### src/ldpc_cn_pkg.sv
// Shared types and constants for the min-sum check-node core.
// No dependencies; imported by every module of the block.
package ldpc_cn_pkg;

  localparam int MAX_DEGREE = 32;
  localparam int CNT_W      = $clog2(MAX_DEGREE + 1);
  localparam int IDX_W      = $clog2(MAX_DEGREE);
  localparam int MAG_W      = 7;
  localparam int MSG_W      = 8;
  localparam int POS_W      = 5;

  localparam logic [MAG_W-1:0] MAG_MAX = MAG_W'(127);

  typedef struct packed {
    logic signed [MSG_W-1:0] in_msg;
    logic                    last_in_row;
  } cn_in_t;

  typedef struct packed {
    logic signed [MSG_W-1:0] out_msg;
    logic [POS_W-1:0]        edge_position;
    logic                    last_out;
  } cn_out_t;

  // Control from the sequencer to the min-tracking unit.
  typedef struct packed {
    logic             load;
    logic             clear;
    logic [IDX_W-1:0] position;
  } cn_upd_t;

  // Row summary held by the min-tracking unit.
  typedef struct packed {
    logic [MAG_W-1:0] min_first;
    logic [MAG_W-1:0] min_second;
    logic [IDX_W-1:0] min_position;
    logic             sign_parity;
  } cn_min_t;

endpackage

### src/ldpc_cn_minfind.sv
// Min-tracking unit: one compare/update of the two smallest magnitudes per request.
// Depends on ldpc_cn_pkg.
module ldpc_cn_minfind (
  input  logic                          clk,
  input  logic                          rst,
  input  ldpc_cn_pkg::cn_upd_t          upd,
  input  logic [ldpc_cn_pkg::MSG_W-1:0] msg,
  output ldpc_cn_pkg::cn_min_t          row
);
  import ldpc_cn_pkg::*;

  logic             neg;
  logic [MSG_W-1:0] mag_full;
  logic [MAG_W-1:0] mag;
  cn_min_t          row_next;

  assign neg      = msg[MSG_W-1];
  assign mag_full = neg ? (~msg + MSG_W'(1)) : msg;
  // -128 negates to 128, clamp to 127
  assign mag      = mag_full[MSG_W-1] ? MAG_MAX : mag_full[MAG_W-1:0];

  always_comb begin
    row_next             = row;
    row_next.sign_parity = row.sign_parity ^ neg;
    if (mag < row.min_first) begin
      row_next.min_second   = row.min_first;
      row_next.min_first    = mag;
      row_next.min_position = upd.position;
    end else if (mag < row.min_second) begin
      row_next.min_second = mag;
    end
  end

  always_ff @(posedge clk) begin
    if (rst || upd.clear) begin
      row.min_first    <= MAG_MAX;
      row.min_second   <= MAG_MAX;
      row.min_position <= '0;
      row.sign_parity  <= 1'b0;
    end else if (upd.load) begin
      row <= row_next;
    end
  end

endmodule

### src/ldpc_min_sum_check_node_core.sv
// Min-sum check-node core: load sequencer, per-edge sign store and output register.
// Depends on ldpc_cn_pkg and ldpc_cn_minfind.

// A row of d edge messages is taken one message per cycle while msg_valid is
// high (ready stays high while loading); the message flagged last_in_row closes the row.
// The core then drops ready and emits min(d, MAX_DEGREE) results, one per
// cycle while res_ready is high, from a single output register. Messages past
// MAX_DEGREE are dropped but their last flag still ends the row. The next row is
// taken as soon as the previous row's final result sits in the output register.
module ldpc_min_sum_check_node_core (
  input  logic                 clk,
  input  logic                 rst,
  input  logic                 msg_valid,
  output logic                 msg_ready,
  input  ldpc_cn_pkg::cn_in_t  msg,
  output logic                 res_valid,
  input  logic                 res_ready,
  output ldpc_cn_pkg::cn_out_t res
);
  import ldpc_cn_pkg::*;

  typedef enum logic [1:0] {
    ST_LOAD = 2'b01,
    ST_EMIT = 2'b10
  } state_t;

  state_t           state;
  logic [CNT_W-1:0] edge_count;
  logic [IDX_W-1:0] emit_idx;
  logic             edge_signs [MAX_DEGREE];

  cn_upd_t          upd;
  cn_min_t          row;

  logic             msg_take;
  logic             has_room;
  logic             out_load;
  logic             emit_last;
  logic [MAG_W-1:0] emit_mag;
  logic             emit_neg;
  logic [MSG_W-1:0] emit_val;

  assign msg_ready = (state == ST_LOAD);
  assign msg_take  = msg_valid && msg_ready;
  assign has_room  = (edge_count < CNT_W'(MAX_DEGREE));
  assign out_load  = (state == ST_EMIT) && (!res_valid || res_ready);
  assign emit_last = ((CNT_W'(emit_idx) + CNT_W'(1)) == edge_count);

  assign upd.load     = msg_take && has_room;
  assign upd.clear    = out_load && emit_last;
  assign upd.position = edge_count[IDX_W-1:0];

  ldpc_cn_minfind u_minfind (
    .clk (clk),
    .rst (rst),
    .upd (upd),
    .msg (msg.in_msg),
    .row (row)
  );

  assign emit_mag = (emit_idx == row.min_position) ? row.min_second : row.min_first;
  assign emit_neg = row.sign_parity ^ edge_signs[emit_idx];
  assign emit_val = emit_neg ? (~{1'b0, emit_mag} + MSG_W'(1)) : {1'b0, emit_mag};

  always_ff @(posedge clk) begin
    if (upd.load) begin
      edge_signs[edge_count[IDX_W-1:0]] <= msg.in_msg[MSG_W-1];
    end
  end

  always_ff @(posedge clk) begin
    if (rst) begin
      state      <= ST_LOAD;
      edge_count <= '0;
      emit_idx   <= '0;
      res_valid  <= 1'b0;
    end else begin
      case (state)
        ST_LOAD: begin
          if (res_valid && res_ready) begin
            res_valid <= 1'b0;
          end
          if (upd.load) begin
            edge_count <= edge_count + CNT_W'(1);
          end
          if (msg_take && msg.last_in_row) begin
            state    <= ST_EMIT;
            emit_idx <= '0;
          end
        end
        ST_EMIT: begin
          if (out_load) begin
            res_valid <= 1'b1;
            if (emit_last) begin
              state      <= ST_LOAD;
              edge_count <= '0;
            end else begin
              emit_idx <= emit_idx + IDX_W'(1);
            end
          end
        end
        default: begin
          state <= ST_LOAD;
        end
      endcase
    end
  end

  always_ff @(posedge clk) begin
    if (out_load) begin
      res.out_msg       <= emit_val;
      res.edge_position <= POS_W'(emit_idx);
      res.last_out      <= emit_last;
    end
  end

endmodule

### config.mk
export PLATFORM = sky130hd
export DESIGN_NAME = ldpc_min_sum_check_node_core
export DESIGN_NICKNAME = d
export VERILOG_FILES = /design/src/ldpc_cn_pkg.sv /design/src/ldpc_cn_minfind.sv /design/src/ldpc_min_sum_check_node_core.sv
export SDC_FILE = /design/constraint.sdc
export NUM_CORES = 1
export LEC_CHECK = 0
export BUFFER_PORTS_ARGS = -buffer_cell sky130_fd_sc_hd__clkbuf_2
export CELL_PAD_IN_SITES_DETAIL_PLACEMENT = 0
export CELL_PAD_IN_SITES_GLOBAL_PLACEMENT = 1
export CORE_ASPECT_RATIO = 0.5
export CORE_UTILIZATION = 40
export CTS_BUF_LIST = sky130_fd_sc_hd__clkbuf_8
export DETAILED_ROUTE_END_ITERATION = 12
export GPL_TIMING_DRIVEN = 1
export MAX_ROUTING_LAYER = met4
export PLACE_DENSITY_LB_ADDON = 0.1
export SETUP_SLACK_MARGIN = 0.2
export SLEW_MARGIN = 20
export SYNTH_ARGS = -nofsm -noshare
export SYNTH_HDL_FRONTEND = slang
export SYNTH_SLANG_ARGS = --single-unit
### constraint.sdc
create_clock -name clk -period 6.5 [get_ports clk]
set_input_delay 0 -clock clk [delete_from_list [all_inputs] [get_ports clk]]
set_output_delay 0 -clock clk [all_outputs]
set_load 0.02 [all_outputs]
== Yosys cells after proc, flatten, opt, wreduce, memory -nomap -nowiden ==
Memory sizes are Yosys's and may differ from the RTL's. A register that Yosys moved wholly into a read port is not among the register bits.
Cells that the tools add are included.

* Add/subtract/negate cells: 5
* $mul: 0
* Div/mod/pow operators: 0
* Order comparisons: 3
* Eq/ne operators: 10
* Shift-type cells: 0
* Mux-type cells: 25
* Bitwise operators: 4
* Reductions and logical operators: 17

{| class="wikitable"
|+ Operator list
! cell !! number
|-
| two-way mux 7 bit || 5
|-
| two-way mux 5 bit || 5
|-
| two-way mux 6 bit || 3
|-
| adder 8 x 1 -> 8 bit (second input constant) || 2
|-
| less-than comparator 7 bit || 2
|-
| one-hot mux 6 bit (2 select lines) || 1
|-
| one-hot mux 5 bit (2 select lines) || 1
|-
| two-way mux 8 bit || 1
|-
| NOT 7 -> 8 bit || 1
|-
| NOT 8 bit || 1
|-
| AND reduction 4 bit || 2
|-
| adder 5 x 1 -> 6 bit (second input constant) || 1
|-
| adder 6 x 1 -> 6 bit (second input constant) || 1
|-
| == test 6 bit || 1
|-
| logical AND 1 bit || 6
|-
| less-than comparator 6 bit (second input constant) || 1
|-
| two-way mux 2 bit || 3
|-
| != test 2 x 1 -> 1 bit (second input constant) || 3
|-
| != test 2 bit (second input constant) || 3
|-
| AND reduction 3 bit || 2
|-
| adder 5 x 1 -> 5 bit (second input constant) || 1
|-
| == test 5 bit || 1
|-
| two-way mux 1 bit || 4
|-
| one-hot mux 2 bit (2 select lines) || 1
|-
| other kinds (8) || 12
|}

* Register bits: 48
* Latch bits: 0
* Bits in writable memories: 32
* ROM bits: 0
* Bits of input ports: 13
* Output and inout bits: 16
* Logic and storage cells: 77
* Memories kept: 1

{| class="wikitable"
|+ Memories
! name !! depth !! width !! rd ports !! clocked after memory_dff !! wr ports !! line !! source
|-
| edge_signs || 32 || 1 || 1 || 1 || 1 || ldpc_min_sum_check_node_core.sv:30 || <nowiki>logic edge_signs [MAX_DEGREE];</nowiki>
|}

== Logic depth before layout (Yosys ltp) ==
* Depth in word-level cells: 7
* Gate-level depth with buffers: 15
* Mapped depth without buffers: 14

== By module ==
A second synthesis with hierarchy kept.

* Cells, all modules: 471
* Area total of the unflattened synthesis: 4662.0 um^2

{| class="wikitable"
|+ By module, submodules not included
! module !! times used !! cells each !! area each (um^2)
|-
| ldpc_min_sum_check_node_core || 1 || 306 || 3291.9
|-
| ldpc_cn_minfind || 1 || 165 || 1370.1
|}

== Least setup slack after synthesis ==
No wires, ideal clock.

* Path type: input port to flip-flop
* Start point: in msg[8] in the netlist's numbering
* End point: reg u_minfind.row[11] (netlist name)
* Arrival: 2.511 ns
* Data required time: 6.370 ns
* Slack: 3.860 ns
* Stages: 13
* Path buffers: 2
* Path through: clkbuf_1 > nor2b_1 > xnor2_1 > nand2_1 > ha_1 > and2_1 > a2111oi_1 > o221ai_2 > nor2_4 > a41o_1 > buf_4 > mux2i_1 > nand2_1

* Cells in the longest elaborated chain, start to end: 7
* Elaborated cells on any way between the ends: 10
* Classes of those cells: 1 x add/sub; 2 x order compare; 4 x mux; 1 x bitwise; 2 x reduce/logical

{| class="wikitable"
|+ RTL lines
! element !! line !! source
|-
| from (decl) || ldpc_min_sum_check_node_core.sv:15 || <nowiki>input ldpc_cn_pkg::cn_in_t msg,</nowiki>
|-
| NOT 8 bit || ldpc_cn_minfind.sv:18 || <nowiki>assign mag_full = neg ? (~msg + MSG_W'(1)) : msg;</nowiki>
|-
| adder 8 x 1 -> 8 bit || ldpc_cn_minfind.sv:18 ||
|-
| two-way mux 8 bit (*) || ldpc_cn_minfind.sv:18 ||
|-
| two-way mux 7 bit (*) || ldpc_cn_minfind.sv:20 || <nowiki>assign mag = mag_full[MSG_W-1] ? MAG_MAX : mag_full[MAG_W-1:0];</nowiki>
|-
| named net u_minfind.mag[2] || ldpc_cn_minfind.sv:14 || <nowiki>logic [MAG_W-1:0] mag;</nowiki>
|-
| less-than comparator 7 bit, on equally long branches || ldpc_cn_minfind.sv:29, ldpc_cn_minfind.sv:25 ||
|-
| nonzero test 2 bit (no source line) || n/a ||
|-
| AND reduction 2 bit (no source line) || n/a ||
|}

The timed path passes the listed nets; every way through them passes the cells marked *. The select of a mux whose other input is x is not followed.
A chain may end at the register's enable or synchronous reset.

== Worst setup path after layout ==
* Start point: in msg[8] in the netlist's numbering
* End point: reg u_minfind.row[12] (netlist name)

* Cells in the longest elaborated chain, start to end: 7
* Elaborated cells on any way between the ends: 10
* Classes of those cells: 1 x add/sub; 2 x order compare; 4 x mux; 1 x bitwise; 2 x reduce/logical

{| class="wikitable"
|+ RTL lines
! element !! line
|-
| NOT 8 bit || ldpc_cn_minfind.sv:18
|-
| adder 8 x 1 -> 8 bit || ldpc_cn_minfind.sv:18
|-
| two-way mux 8 bit (*) || ldpc_cn_minfind.sv:18
|-
| two-way mux 7 bit (*) || ldpc_cn_minfind.sv:20
|-
| named net u_minfind.mag[2] || ldpc_cn_minfind.sv:14
|-
| less-than comparator 7 bit, on equally long branches || ldpc_cn_minfind.sv:29, ldpc_cn_minfind.sv:25
|-
| nonzero test 2 bit (no source line) || n/a
|-
| AND reduction 2 bit (no source line) || n/a
|}

Marked as above.

==> flow_summary.rst <==
.. list-table::
   :header-rows: 1

   * - Metric
     - Value
   * - Global-route usage over all layers
     - 0.191
   * - Largest family of logic cells by synthesized area
     - simple AND/OR/NAND/NOR gates
   * - Hold Crit Class
     - input pin to flip-flop
   * - Post-route DRC violation count
     - 0
   * - Quantity of gates resized following cts
     - 0
   * - Die ar.
     - approximately 12000 um^2
   * - Clock transition time at the flip-flop clock pins of the worst setup and hold paths
     - ~0.090 ns
   * - Longest Clk Path Bufs
     - 2
   * - Post-synth EDFFs
     - 46
   * - Worst VDD drop
     - about 120 uV
   * - Total of endpoints with negative setup slack in the final report
     - 0
   * - First-pass GRT wire length
     - between 15000 and 20000 um
   * - Data arrival time of the critical path
     - between 3 and 4 ns
   * - Worst setup slack for register-to-register paths
     - around 3.4 ns
   * - Worst flop-to-flop path startpoint
     - u_minfind.row[15]
   * - Non-Filler Instances
     - 632
   * - Sequential fraction of the synthesis area
     - 0.478
   * - Initial antenna violation count
     - 0
   * - Total of buffers placed on input and output ports
     - 28
   * - Clock tree from TritonCTS
     - built
   * - Die extent in y
     - around 77 um
   * - DRT Pass-1 Iters
     - 4
   * - Core area
     - 11000 um^2
   * - Effective utilization at floorplan
     - 0.411
   * - Number of instances in the placed design
     - ~620
   * - Initial detailed-routing violation count
     - between 100 and 150
   * - Root Driver
     - sky130_fd_sc_hd__clkbuf_8
   * - Source of the critical timing path
     - msg[8]
   * - Most instantiated flip-flop cell in the synthesis netlist
     - sky130_fd_sc_hd__edfxtp_1
   * - Number of global-route vias before repair
     - 3310
   * - Final period utilization
     - 0.553
   * - Final WL
     - ~10000 um
   * - Proportion of layout cells with a drive suffix above 1
     - 0.119
   * - Result of the run
     - finished clean
   * - Post-synth net total
     - slightly below 500
   * - Top-level port count
     - 29
   * - Worst reg2reg path endpoint
     - u_minfind.row[12]
   * - Leakage power
     - roughly 1.9 nW
   * - Proportion of synthesized area in mux cells
     - 0.0739
   * - Worst-Skew Late Latency
     - around 0.36 ns
   * - Cell taking the most area after synthesis
     - sky130_fd_sc_hd__edfxtp_1
   * - Netlist area before placement
     - around 4500 um^2
   * - CTS Buf Count
     - 9
   * - Portion of synthesized cell area occupied by the leading cell type
     - 0.305
   * - Depth of the worst register-to-register path
     - 9
   * - End of the critical path
     - u_minfind.row[12]
   * - Count of antenna-violating nets left after detailed routing
     - 0
   * - Kind of critical path
     - input pin to flip-flop
   * - Top cells by area in the synthesized netlist
     - sky130_fd_sc_hd__edfxtp_1, sky130_fd_sc_hd__dfxtp_1, sky130_fd_sc_hd__mux2i_1
   * - Crit path launch type
     - input pin
   * - Min Tclk post-route
     - 3.59 ns
   * - Total Neg Setup Slack
     - 0 ns
   * - Power per standard cell area
     - between 300 and 400 nW/um^2
   * - Post-detailed-route wirelength per cell
     - between 15 and 20 um
   * - Area growth from synthesis to layout
     - 10.9%
   * - Pins Over Slew Limit
     - 0
   * - Crit end category
     - flip-flop
   * - Parity-gate share of the synthesized area counting xor and xnor cells
     - 0.0503
   * - Number of warnings reported in the yosys synthesis log
     - 0
   * - Worst EP required
     - 6.75 ns
   * - Arithmetic-cell share of the synthesized area counting full adders, half adders and majority gates
     - 0.0581
   * - FF+latch count, synth
     - 85
   * - Via count
     - about 3300
   * - Floorplan die width
     - between 150 and 200 um
   * - Sum of net half-perimeters after detailed placement
     - ~7100 um
   * - Crit Path Max Fanout
     - 43
   * - Clock sink count
     - 85
   * - Via count normalized by instance count
     - approximately 5.3
   * - Number of levels the H-tree was split into
     - 3
   * - Post-Syn Instances
     - roughly 460
   * - Simple-gate share of the synthesized area
     - 0.180
   * - Final Skew
     - around 0.011 ns
   * - Setup repair after global routing missed its margin
     - no
   * - Share of the synthesized area in compound gates (AO/OA/AOI/OAI)
     - 0.123
   * - Standard-cell rows
     - 27
   * - Fraction of registers with async set/reset
     - 0
   * - Slew HR
     - 0.339
   * - Net count of the finished layout
     - 516
   * - N_diodes
     - 0
   * - Last weighted congestion value of the routability-driven placer
     - around 0.77
   * - Largest net degree at the start of global routing
     - 44
   * - Transition time at the pin with the least slew margin
     - ~1 ns
   * - Avg Cell Area, Syn
     - about 9.9 um^2
   * - Max Cap Viol
     - 0
   * - Distinct cells, synth
     - 56
   * - Final hold violations
     - 0
   * - Total congestion overflow
     - 0
   * - Max Fclk
     - approximately 280 MHz
## cell usage in the layout (no fill, tap or decap), types with 2 or more instances in the layout
master	netlist	routed
sky130_fd_sc_hd__nand2b_1	5	5
sky130_fd_sc_hd__o211ai_1	17	17
sky130_fd_sc_hd__a31oi_1	6	6
sky130_fd_sc_hd__o21ai_1	3	3
sky130_fd_sc_hd__nor2_1	66	65
sky130_fd_sc_hd__nor4_2	2	2
sky130_fd_sc_hd__dfxtp_1	39	39
sky130_fd_sc_hd__nor4b_1	2	2
sky130_fd_sc_hd__nand3_1	15	15
sky130_fd_sc_hd__clkbuf_2	0	28
sky130_fd_sc_hd__nand3b_1	5	5
sky130_fd_sc_hd__a22oi_1	6	6
sky130_fd_sc_hd__mux2i_1	30	30
sky130_fd_sc_hd__mux2_2	3	3
sky130_fd_sc_hd__o21a_1	3	3
sky130_fd_sc_hd__o21ai_0	8	8
sky130_fd_sc_hd__xnor2_1	18	18
sky130_fd_sc_hd__nor2b_1	6	6
sky130_fd_sc_hd__nand4_1	4	4
sky130_fd_sc_hd__and2_1	2	2
sky130_fd_sc_hd__a21o_1	3	3
sky130_fd_sc_hd__edfxtp_1	46	46
sky130_fd_sc_hd__nand2_1	43	43
sky130_fd_sc_hd__nor3_1	9	9
sky130_fd_sc_hd__a21oi_1	19	19
sky130_fd_sc_hd__a31o_2	2	2
sky130_fd_sc_hd__bufinv_16	0	2
sky130_fd_sc_hd__o31ai_1	3	3
sky130_fd_sc_hd__ha_1	21	21
sky130_fd_sc_hd__clkbuf_8	0	9
sky130_fd_sc_hd__inv_1	23	23
sky130_fd_sc_hd__or4b_1	2	2
sky130_fd_sc_hd__xor2_1	8	8
sky130_fd_sc_hd__clkinv_1	0	2
## cells in the mapped netlist (all sizes together), types with 2 or more instances
| master | number |
|---|---|
| edfxtp | 46 |
| o31ai | 3 |
| a22oi | 6 |
| ha | 21 |
| xnor2 | 18 |
| nor2 | 67 |
| a31oi | 6 |
| nor4b | 2 |
| nand2b | 5 |
| nor3 | 10 |
| dfxtp | 39 |
| xor2 | 8 |
| buf | 4 |
| nor2b | 6 |
| mux2 | 3 |
| o211ai | 17 |
| o21a | 3 |
| and2 | 2 |
| nand4 | 4 |
| clkbuf | 10 |
| nor4 | 2 |
| or4b | 2 |
| a31o | 2 |
| o21ai | 12 |
| nand3b | 5 |
| nand3 | 16 |
| a21oi | 19 |
| inv | 23 |
| nand2 | 43 |
| mux2i | 30 |
| a21o | 3 |
## stage by stage
| stage | cell area [um^2] | hold WS [ns] | total power [W] | utilization | setup WS (ns) |
|---|---|---|---|---|---|
| after global placement | 4780 | 0.398 | 0.00133 | 0.434 | 2.54 |
| final | 5020 | 0.0442 | 0.00173 | 0.455 | 2.91 |
| after global routing | 5020 | 0.0500 | 0.00184 | 0.455 | 2.47 |
| after detailed placement | 4790 | 0.391 | 0.00132 | 0.435 | 2.49 |
| after floorplan | 4520 | 0.0989 | 0.00118 | - | 3.86 |
| after CTS | 5010 | 0.0354 | 0.00174 | 0.455 | 2.88 |
## metal layers
layer | vias to the layer above | track usage | routed length [um]
met1 | 1584 | 0.228 | 4890
met2 | 38 | 0.324 | 4720
li1 | 1695 | - | -
met3 | 11 | 0.0480 | 298
met5 | - | - | 0
met4 | 0 | 0.0500 | 114
## worst min-delay path by stage
stage | start | endpoint | slack [ns] | cells past startpoint
2_1_floorplan | msg[8] | edge_signs[0] | 0.1 | 0
3_3_place_gp | res_ready | res_valid | 0.40 | 4
3_5_place_dp | res_ready | res_valid | 0.39 | 4
4_1_cts | rst | res_valid | 0.04 | 2
5_1_grt | rst | res_valid | 0.05 | 2
6_report | rst | res_valid | 0.04 | 2
## flip-flops by register name, indices dropped and copies added (netlist names), named ones only
name,count
edge_signs,32
u_minfind.row,20
res,14
edge_count,6
emit_idx,5
state,2
res_valid,1
## cells by family (layout without fill, tap and decap cells)
kind of cell	after synthesis	after routing
multiplexers	33	33
XOR/XNOR	26	26
AO/OA/AOI/OAI	82	82
adder cells (fa/ha/maj)	21	21
buffers and inverters	38	70
flip-flops	85	85
AND/OR/NAND/NOR	170	170
## cell type report
class	instances	area, um^2
Clock buffer	9	124
Multi-Input combinational cell	332	2210
Clock inverter	7	88.8
Fill cell	1086	6000
Inverter	24	95.1
Timing Repair Buffer	30	158
Sequential cell	85	2160
Tap cell	145	181
## timing repair
action                    in CTS  in global routing
hold buffers                   1                  0
setup buffers                  0                  0
hold endpoints to repair       1                  0
## worst max-delay path, stage by stage
cell	delay [ns]
sky130_fd_sc_hd__clkbuf_2	0.58
sky130_fd_sc_hd__nor4b_1	0.38
sky130_fd_sc_hd__nand2_1	0.26
sky130_fd_sc_hd__nand2_1	0.18
sky130_fd_sc_hd__ha_1	0.25
sky130_fd_sc_hd__and2_1	0.14
sky130_fd_sc_hd__a2111oi_1	0.40
sky130_fd_sc_hd__o221ai_2	0.38
sky130_fd_sc_hd__nor2_4	0.51
sky130_fd_sc_hd__a41o_1	0.43
sky130_fd_sc_hd__mux2i_1	0.23
sky130_fd_sc_hd__nand2_1	0.07
## power breakdown
| group | switching (W) | internal [W] | total (W) |
|---|---|---|---|
| Combinational | 0.000376 | 0.000234 | 0.000610 |
| Sequential | 0.0000629 | 0.000645 | 0.000708 |
| Clock | 0.000194 | 0.000215 | 0.000409 |
Power figures use the tool's default switching activity.
